File: src/hw/rtl/ttsel_pkg.sv
// ----------------------------------------------------------------------------
// ttsel_pkg
// Shared types and constants of the threshold truncation selector.
// ----------------------------------------------------------------------------
package ttsel_pkg;

	localparam int FitW   = 32;
	localparam int IndexW = 5;
	localparam int RankW  = 5;
	localparam int CountW = 6;

	localparam logic signed [FitW-1:0] ThresholdReset = 32'sd6553600;

	// Configuration register byte addresses.
	localparam logic RegThreshold = 1'b0;

	typedef struct packed {
		logic signed [FitW-1:0] fitness;
		logic                   final_entry;
	} item_t;

	typedef struct packed {
		logic [IndexW-1:0]      individual_index;
		logic signed [FitW-1:0] selected_fitness;
		logic [RankW-1:0]       rank;
		logic [CountW-1:0]      selected_count;
		logic                   none_selected;
		logic                   last_result;
	} result_t;

	// One slot of the sorted chain.
	typedef struct packed {
		logic                   valid;
		logic [IndexW-1:0]      index;
		logic signed [FitW-1:0] fitness;
	} entry_t;

	// Chain-wide commands, one per cycle at most.
	typedef struct packed {
		logic insert;
		logic shift;
		logic clear;
	} ctl_t;

endpackage

File: src/hw/rtl/ttsel_cell.sv
// ----------------------------------------------------------------------------
// ttsel_cell
// One slot of the insertion-sort chain: keeps its entry, takes the new entry,
// or takes its upper neighbor's entry on an insert; takes its lower neighbor's
// entry on a shift toward the head; a clear empties it.
// ----------------------------------------------------------------------------
module ttsel_cell (
	input  logic                             clk,
	input  logic                             arst_n,
	input  ttsel_pkg::ctl_t                  ctl,
	input  ttsel_pkg::entry_t                new_entry,
	input  ttsel_pkg::entry_t                prev_entry,
	input  logic                             prev_keep,
	input  ttsel_pkg::entry_t                next_entry,
	input  logic signed [ttsel_pkg::FitW-1:0] threshold,
	output ttsel_pkg::entry_t                entry,
	output logic                             keep,
	output logic                             qual
);
	import ttsel_pkg::*;

	logic                   valid_q;
	logic [IndexW-1:0]      index_q;
	logic signed [FitW-1:0] fitness_q;
	entry_t                 insert_d;

	assign entry = '{valid: valid_q, index: index_q, fitness: fitness_q};

	// Ties stay put, so an earlier arrival ranks ahead of a later equal one.
	assign keep = valid_q && (fitness_q >= new_entry.fitness);
	assign qual = valid_q && (fitness_q > threshold);

	always_comb begin
		if (keep) begin
			insert_d = entry;
		end else if (prev_keep) begin
			insert_d = new_entry;
		end else begin
			insert_d = prev_entry;
		end
	end

	always_ff @(posedge clk or negedge arst_n) begin
		if (!arst_n) begin
			valid_q <= 1'b0;
		end else if (ctl.clear) begin
			valid_q <= 1'b0;
		end else if (ctl.insert) begin
			valid_q <= insert_d.valid;
		end else if (ctl.shift) begin
			valid_q <= next_entry.valid;
		end
	end

	always_ff @(posedge clk) begin
		if (ctl.insert) begin
			index_q   <= insert_d.index;
			fitness_q <= insert_d.fitness;
		end else if (ctl.shift) begin
			index_q   <= next_entry.index;
			fitness_q <= next_entry.fitness;
		end
	end

endmodule

File: config.mk
export PLATFORM = sky130hd
export DESIGN_NAME = ttsel_cell
export DESIGN_NICKNAME = d
export VERILOG_FILES = /design/src/hw/rtl/ttsel_pkg.sv /design/src/hw/rtl/ttsel_cell.sv
export SDC_FILE = /design/constraint.sdc
export NUM_CORES = 1
export LEC_CHECK = 0
export BUFFER_PORTS_ARGS = -buffer_cell sky130_fd_sc_hd__buf_2
export CAP_MARGIN = 20
export CORE_MARGIN = 4
export CORE_UTILIZATION = 30
export CTS_BUF_LIST = sky130_fd_sc_hd__clkbuf_8 sky130_fd_sc_hd__clkbuf_16
export CTS_CLUSTER_DIAMETER = 150
export DETAILED_ROUTE_END_ITERATION = 16
export RECOVER_POWER = 50
export REMOVE_ABC_BUFFERS = 1
export SLEW_MARGIN = 30
export SYNTH_ARGS = -nofsm -noshare
export SYNTH_HDL_FRONTEND = slang
export SYNTH_SLANG_ARGS = --single-unit
File: constraint.sdc
create_clock -name clk -period 4.6 [get_ports clk]
set_input_delay 1.15 -clock clk [delete_from_list [all_inputs] [get_ports clk]]
set_output_delay 1.15 -clock clk [all_outputs]
set_load 0.01 [all_outputs]
# After elaboration in Yosys (flattened, before gate mapping)

Cells that the tools add are included.

Logic and storage cells: 22
Bits in writable memories: 0
Output and inout port bits: 40
Flip-flop bits (word level): 38
Memory bits (read-only): 0
Memories: 0
Bits of input ports: 152
Bits in latches: 0

Reduce and logical (&&, ||, !) cells: 6
Multiply operators: 0
Eq/ne operators: 2
Mux-type cells: 9
Add/subtract/negate cells: 0
Divide/modulo/power cells: 0
Order comparisons: 2
Shift-type cells: 0
Bitwise operators: 0

Operator list:

| operator                                     | count |
|---|---|
| 2-to-1 mux 38 bit                            | 2 |
| 2-to-1 mux 32 bit                            | 2 |
| >= comparator 32 bit                         | 1 |
| > comparator 32 bit                          | 1 |
| 2-to-1 mux 5 bit                             | 2 |
| AND reduction 2 bit                          | 2 |
| 2-to-1 mux 1 bit                             | 3 |
| inequality test 3 bit, second input constant | 1 |
| nonzero test 3 bit                           | 1 |
| logical AND 1 bit                            | 2 |
| inequality test 2 bit, second input constant | 1 |
| nonzero test 2 bit                           | 1 |

# Logic depth before layout (Yosys ltp)

Gate-level depths: netlist of run 1.

Depth in word-level cells: 5
Depth in mapped cells: 9

# Worst setup path after synthesis of run 1

Ideal clock, no wire load.

Path type: input port to flip-flop
Start: in new_entry[17] (netlist name)
End: reg fitness_q[0], enable pin
Cell stages on the path: 9
Arrival: 4.359 ns
Slack: -0.202 ns
Cells stage by stage: inv_1 > ha_1 > a211o_1 > a21oi_2 > o221ai_2 > a21oi_2 > mux2i_1 > a21boi_2 > a21oi_1

Cells in the longest elaborated chain, start to end: 4

RTL lines:

| element                                | RTL line         | text |
|---|---|---|
| start: declaration                     | ttsel_cell.sv:11 | `input ttsel_pkg::entry_t new_entry,` |
| >= comparator 32 bit                   | ttsel_cell.sv:30 | `assign keep = valid_q && (fitness_q >= new_entry.fitness);` |
| logical AND 1 bit                      | ttsel_cell.sv:30 |  |
| via keep                               | ttsel_cell.sv:17 | `output logic keep,` |
| inequality test 2 bit (no source line) | -                |  |
| AND reduction 2 bit (no source line)   | -                |  |
| end signal: assignment                 | ttsel_cell.sv:58 | `fitness_q <= insert_d.fitness;` |
| end signal: assignment                 | ttsel_cell.sv:61 | `fitness_q <= next_entry.fitness;` |
| end: declaration                       | ttsel_cell.sv:24 | `logic signed [FitW-1:0] fitness_q;` |

The timed path passes the listed nets, and every way through them passes these cells.
A chain may end at the register's enable or synchronous reset.

# Worst setup path in the final report of run 1

Start: in threshold[31] (netlist name)
End: out qual

Cells in the longest elaborated chain, start to end: 2

RTL lines:

| element             | RTL line         | text |
|---|---|---|
| start: declaration  | ttsel_cell.sv:15 | `input logic signed [ttsel_pkg::FitW-1:0] threshold,` |
| > comparator 32 bit | ttsel_cell.sv:31 | `assign qual = valid_q && (fitness_q > threshold);` |
| logical AND 1 bit   | ttsel_cell.sv:31 |  |
| end: declaration    | ttsel_cell.sv:18 | `output logic qual` |

Every way passes these cells.

==> results of run 1 <==
cells in the mapped netlist (2+ instances only):
cell type / instances
inv_1: 67
edfxtp_1: 37
a21oi_2: 2
o21a_1: 2
nor3_1: 3
nor2b_1: 2
nand4_1: 12
ha_1: 64
o211ai_1: 3
nor2_1: 55
o21ai_0: 13
buf_2: 3
nand3_1: 6
a21oi_1: 50
clkbuf_1: 9
mux2i_1: 39
a211oi_1: 6
nor3_2: 2
nand2_1: 11
critical path, delay by kind of cell:
kind,cells,cell delay (ps)
and+or+nand+nor,4,760
AOI/OAI and AO/OA,2,630
adders and majority gates,1,330
buffers and inverters,3,330
registers in the layout (all words and copies together) (netlist names):
signal	flops
index_q	5
valid_q	1
fitness_q	32
report_power, final:
group          switching [mW]  total (mW)  internal (mW)  leakage, nW
registers              0.0307       0.459          0.429        0.378
logic                   0.216       0.398          0.182         2.02
clock network           0.141       0.392          0.251       0.0773
total                   0.387        1.25          0.862         2.48
per-stage QoR:
| step | worst slack [ps] | instance area, um2 |
|---|---|---|
| final | 252 | 4820 |
| after global routing | 56.3 | 4820 |
| after CTS | 207 | 4880 |
| after detailed placement | 210 | 4720 |
| after global placement | 201 | 4710 |
| after floorplan | -202 | 3550 |
layer usage:
metal / routed length [um] / vias up
met5: 0 / -
met4: 110 / 0
met3: 749 / 11
met2: 5300 / 121
met1: 4540 / 1584
li1: - / 1820
kinds of logic after synthesis:
kind of cell | synth area share, %
and+or+nand+nor | 12.2
buffers and inverters | 8.87
DFF | 31.4
adders and majority gates | 22.1
AOI/OAI and AO/OA | 14.7
muxes | 10.8
final timing paths:
path / start / depth (start not counted) / to
min in group clk: valid_q / 2 / valid_q
max: threshold[31] / 10 / qual
max reg2reg: fitness_q[17] / 9 / index_q[1]
min: arst_n / 1 / valid_q
min reg2reg: valid_q / 2 / valid_q
max in group asynchronous: arst_n / 1 / valid_q
area by class of cell:
type	count	area, um2	area share [%]
clock buffer	5	125	2.59
clock inverter	2	33.8	0.700
inverter	67	251	5.21
multi-input combinational	288	2180	45.1
sequential	38	1140	23.5
tap	143	179	3.71
timing repair buffer	193	922	19.1
==> flow_metrics.env, run 1 <==
export IMPL_fin_util_pct=41.5
export IMPL_dieArea_mm2=0.0139
export IMPL_cts_tree="built"
export IMPL_cp_slowest_cell="nor3_2"
export IMPL_final_common_cell="buf_2"
export IMPL_synthTopCellsByArea="edfxtp_1 31%, ha_1 22%, mux2i_1 11%"
export IMPL_dr_pass1_iters=5
export IMPL_grt_pass1_wl_um=17800
export IMPL_cts_hold_buffers_added=0
export IMPL_arrival_ps=3200
export IMPL_drt_iter0_drc=86
export IMPL_layout_common_cells="152 x buf_2, 67 x inv_1, 64 x ha_1, 55 x nor2_1, 49 x a21oi_1"
export IMPL_p_per_area_mw_per_mm2=259
export IMPL_fin_crit_sh_pct=94.5
export IMPL_nNetsFinal=809
export IMPL_critPathMaxFanout=4
export IMPL_crit_path_start_kind="input port"
export IMPL_finalSetupViolations=0
export IMPL_top_usage_layer="met2"
export IMPL_grt_ovfl_total=0
export IMPL_synth_edff_count=37
export IMPL_slew_headroom_pct=-85.5
export IMPL_portBuffers=191
export IMPL_synth_cells=407
export IMPL_syn_avg_cell_area_um2=8.90
export IMPL_failed_checks="capacitance limit, slew limit"
export IMPL_leakage_nw=2.48
export IMPL_grt_pass1_vias=3815
export IMPL_rows=39
export IMPL_drc=0
export IMPL_synth_seq_cells=38
export IMPL_numCtsBuffers=5
export IMPL_outcome="complete, but fails checks"
export IMPL_fin_worst_skew_ps=7.31
export IMPL_r2r_setup_slack_ps=1690
export IMPL_fin_hold_ws_ps=633
export IMPL_gp_congestion=0.774
export IMPL_synth_area_mm2=0.00362
export IMPL_cts_root_buf="clkbuf_16"
export IMPL_dp_cells=729
export IMPL_slew_violations=39
export IMPL_cp_slowest_stage_delay_ps=370
export IMPL_async_reset_ff_share_pct=2.63
export IMPL_ir_drop_mv=0.153
export IMPL_htreeDepth=2
export IMPL_yosys_warnings=0
export IMPL_netlist_area_leader_share_pct=30.7
export IMPL_vias=3536
export IMPL_syn2layout_area_growth_pct=33.1
export IMPL_insertion_delay_ps=280
export IMPL_tightest_slew_ps=2780
export IMPL_synth_main_ff_cell="edfxtp_1"
export IMPL_postRouteWirelength_um=10700
export IMPL_die_h_um=118
export IMPL_required_ps=3450
export IMPL_io_pins=192
export IMPL_min_path_type="in -> async"
export IMPL_period_needed_ps=4350
export IMPL_finalHoldViolCount=0
export IMPL_clkSinkCount=38
export IMPL_cp_cell_sequence="buf_2 -> inv_1 -> ha_1 -> nand3_1 -> nor3_2 -> nand3_1 -> o21ai_0 -> nor3_2 -> a311oi_1 -> buf_2"
export IMPL_core_area_mm2=0.0116
export IMPL_start_util_pct=31.2
export IMPL_grt_max_degree=53
export IMPL_rsz0062_at_grt="no"
export IMPL_finalNonFillerCells=736
export IMPL_critPathCaptureType="output port"
export IMPL_postCtsSetupBuffers=0
export IMPL_finalSetupTns_ps=0
export IMPL_dp_final_hpwl_um=9020
export IMPL_use_met2_pct=27.8
export IMPL_antenna_found_initial=0
export IMPL_drv_cap=1
export IMPL_yosysSeqAreaShare_pct=31.4
export IMPL_wl_per_cell_um=14.5
export IMPL_drive_gt1_share_pct=28.7
export IMPL_cts_buffer_depth=2
export IMPL_synth_top_area_cell="edfxtp_1"
export IMPL_clkSlewWorstSetupHoldPaths_ps=60
export IMPL_viasPerCell=4.80
export IMPL_yosysUniqueCellTypes=40
export IMPL_timing_fmax_ghz=0.230
export IMPL_grtUsageMet1_pct=17.9
export IMPL_grt_util_met3_pct=4.47
export IMPL_total_power_mw=1.25
export IMPL_ant_nets=0
export IMPL_fillers=1212
export IMPL_die_x_um=118
export IMPL_criticalPathCategory="in -> out"
export IMPL_diodes=0
export IMPL_grt_usage_pct=15.4
export IMPL_postCtsResizedCells=0
Power figures use the tool's default switching activity.
==> run 2: changes to the inputs <==
Settings changed: RECOVER_POWER 50 to default.
==> run 2 against run 1 <==
Against the previous run: the run now ends clean; combinational power rose by 2%; fmax fell by 0.22%; via count fell by 0.14%; final cell count did not move; clock power barely moved; global-route usage did not move; clock-buffer cell count did not move; utilization rose by 0.44 points; hold slack barely moved; first-iteration DRC count rose by 10%; sequential power barely moved.
==> flow_metrics.env, run 2 (synthesis gave the netlist of run 1 again) <==
export IMPL_outcome="finished, final reports clean"
export IMPL_drive_gt1_share_pct=35.2
export IMPL_wl_per_cell_um=14.5
export IMPL_cp_buffers_inverters=3
export IMPL_cp_slowest_stage_delay_ps=380
export IMPL_fin_hold_ws_ps=633
export IMPL_numCtsBuffers=5
export IMPL_min_path_type="in -> async"
export IMPL_grt_max_degree=53
export IMPL_ir_drop_mv=0.152
export IMPL_antenna_found_initial=0
export IMPL_diodes=0
export IMPL_ant_nets=0
export IMPL_postCtsSetupBuffers=0
export IMPL_slew_violations=0
export IMPL_largest_register_ffs=32
export IMPL_cts_hold_buffers_added=0
export IMPL_dr_pass1_iters=5
export IMPL_drv_cap=0
export IMPL_criticalPathCategory="in -> out"
export IMPL_grt_pass1_wl_um=17800
export IMPL_insertion_delay_ps=280
export IMPL_arrival_ps=3210
export IMPL_period_needed_ps=4360
export IMPL_required_ps=3450
export IMPL_slew_headroom_pct=55.7
export IMPL_start_util_pct=31.2
export IMPL_finalHoldViolCount=0
export IMPL_largestRegisters="fitness_q (32), index_q (5), valid_q (1)"
export IMPL_grt_pass1_vias=3815
export IMPL_top_register="fitness_q"
export IMPL_grt_ovfl_total=0
export IMPL_vias=3531
export IMPL_die_x_um=118
export IMPL_cp_cell_sequence="buf_2 -> inv_1 -> ha_1 -> nand3_1 -> nor3_2 -> nand3_1 -> o21ai_0 -> nor3_2 -> a311oi_1 -> buf_2"
export IMPL_leakage_nw=2.58
export IMPL_clkSlewWorstSetupHoldPaths_ps=60
export IMPL_io_pins=192
export IMPL_drc=0
export IMPL_nNetsFinal=809
export IMPL_portBuffers=191
export IMPL_htreeDepth=2
export IMPL_viasPerCell=4.80
export IMPL_rsz0062_at_grt="no"
export IMPL_cts_tree="built"
export IMPL_critPathCaptureType="output port"
export IMPL_fin_worst_skew_ps=7.33
export IMPL_syn2layout_area_growth_pct=34.6
export IMPL_postRouteWirelength_um=10700
export IMPL_fin_crit_sh_pct=94.7
export IMPL_rows=39
export IMPL_crit_start="threshold[31]"
export IMPL_die_h_um=118
export IMPL_cp_slowest_cell="nor3_2"
export IMPL_clkSinkCount=38
export IMPL_final_common_cell="buf_2"
export IMPL_postCtsResizedCells=0
export IMPL_grt_usage_pct=15.4
export IMPL_dieArea_mm2=0.0139
export IMPL_dp_final_hpwl_um=9020
export IMPL_finalSetupViolations=0
export IMPL_p_per_area_mw_per_mm2=257
export IMPL_r2r_start="fitness_q[9]"
export IMPL_layout_common_cells="190 x buf_2, 67 x inv_1, 64 x ha_1, 55 x nor2_1, 49 x a21oi_1"
export IMPL_critPathMaxFanout=4
export IMPL_tightest_slew_ps=664
export IMPL_gp_congestion=0.774
export IMPL_finalSetupTns_ps=0
export IMPL_crit_path_start_kind="input port"
export IMPL_crit_family="simple AND/OR/NAND/NOR gates"
export IMPL_cts_buffer_depth=2
export IMPL_cts_root_buf="clkbuf_16"
export IMPL_core_area_mm2=0.0116
export IMPL_timing_fmax_ghz=0.230
export IMPL_drt_iter0_drc=95
[run 2: metal layers]
layer	vias to the layer above	share of wire [%]	track usage [%]
met5	-	0	0
met4	0	1.0	3.44
met3	11	6.9	4.47
met2	121	50	27.8
met1	1579	42	17.9
li1	1820	-	-
[run 2: worst paths after layout]
| check | to | cells past startpoint | slack, ps |
|---|---|---|---|
| worst max-delay path | qual | 10 | 240 |
| worst min-delay path | valid_q | 1 | 630 |
| worst max register to register | index_q[1] | 9 | 1690 |
| worst min register to register | valid_q | 2 | 840 |
| max in group asynchronous | valid_q | 1 | 3880 |
| min in group clk | valid_q | 2 | 840 |
[run 2: cell type report]
| class | instances | area (um2) |
|---|---|---|
| Clock buffer | 5 | 125 |
| Sequential cell | 38 | 1140 |
| Multi-Input combinational cell | 288 | 2180 |
| Tap cell | 143 | 179 |
| Inverter | 67 | 251 |
| Clock inverter | 2 | 33.8 |
| Timing Repair Buffer | 193 | 973 |
| Fill cell | 1191 | 6740 |
[run 2: worst reg2reg max path: stages (launching register included)]
cell,delay [ps]
edfxtp_1,440
ha_1,320
a21oi_1,160
nor2_1,60
a211oi_1,230
o2bb2ai_1,120
o311ai_1,420
a21boi_2,160
a21oi_4,160
buf_4,470
[run 2: stage by stage]
step                      setup slack [ps]  util [%]  cells  power [mW]  instance area [um2]
after global routing                  56.3      42.0    736        1.34                 4880
after detailed placement               210      40.6    729       0.876                 4720
after floorplan                       -202         -    393       0.684                 3550
after global placement                 201      40.6    729       0.864                 4710
after CTS                              207      42.0    736        1.27                 4880
final                                  243      42.0    736        1.25                 4880
[run 2: power by group]
group | internal, mW | switching (mW) | leakage, nW | total [mW]
sequential | 0.429 | 0.0297 | 0.378 | 0.458
clock | 0.251 | 0.140 | 0.0773 | 0.392
combinational | 0.189 | 0.215 | 2.13 | 0.404
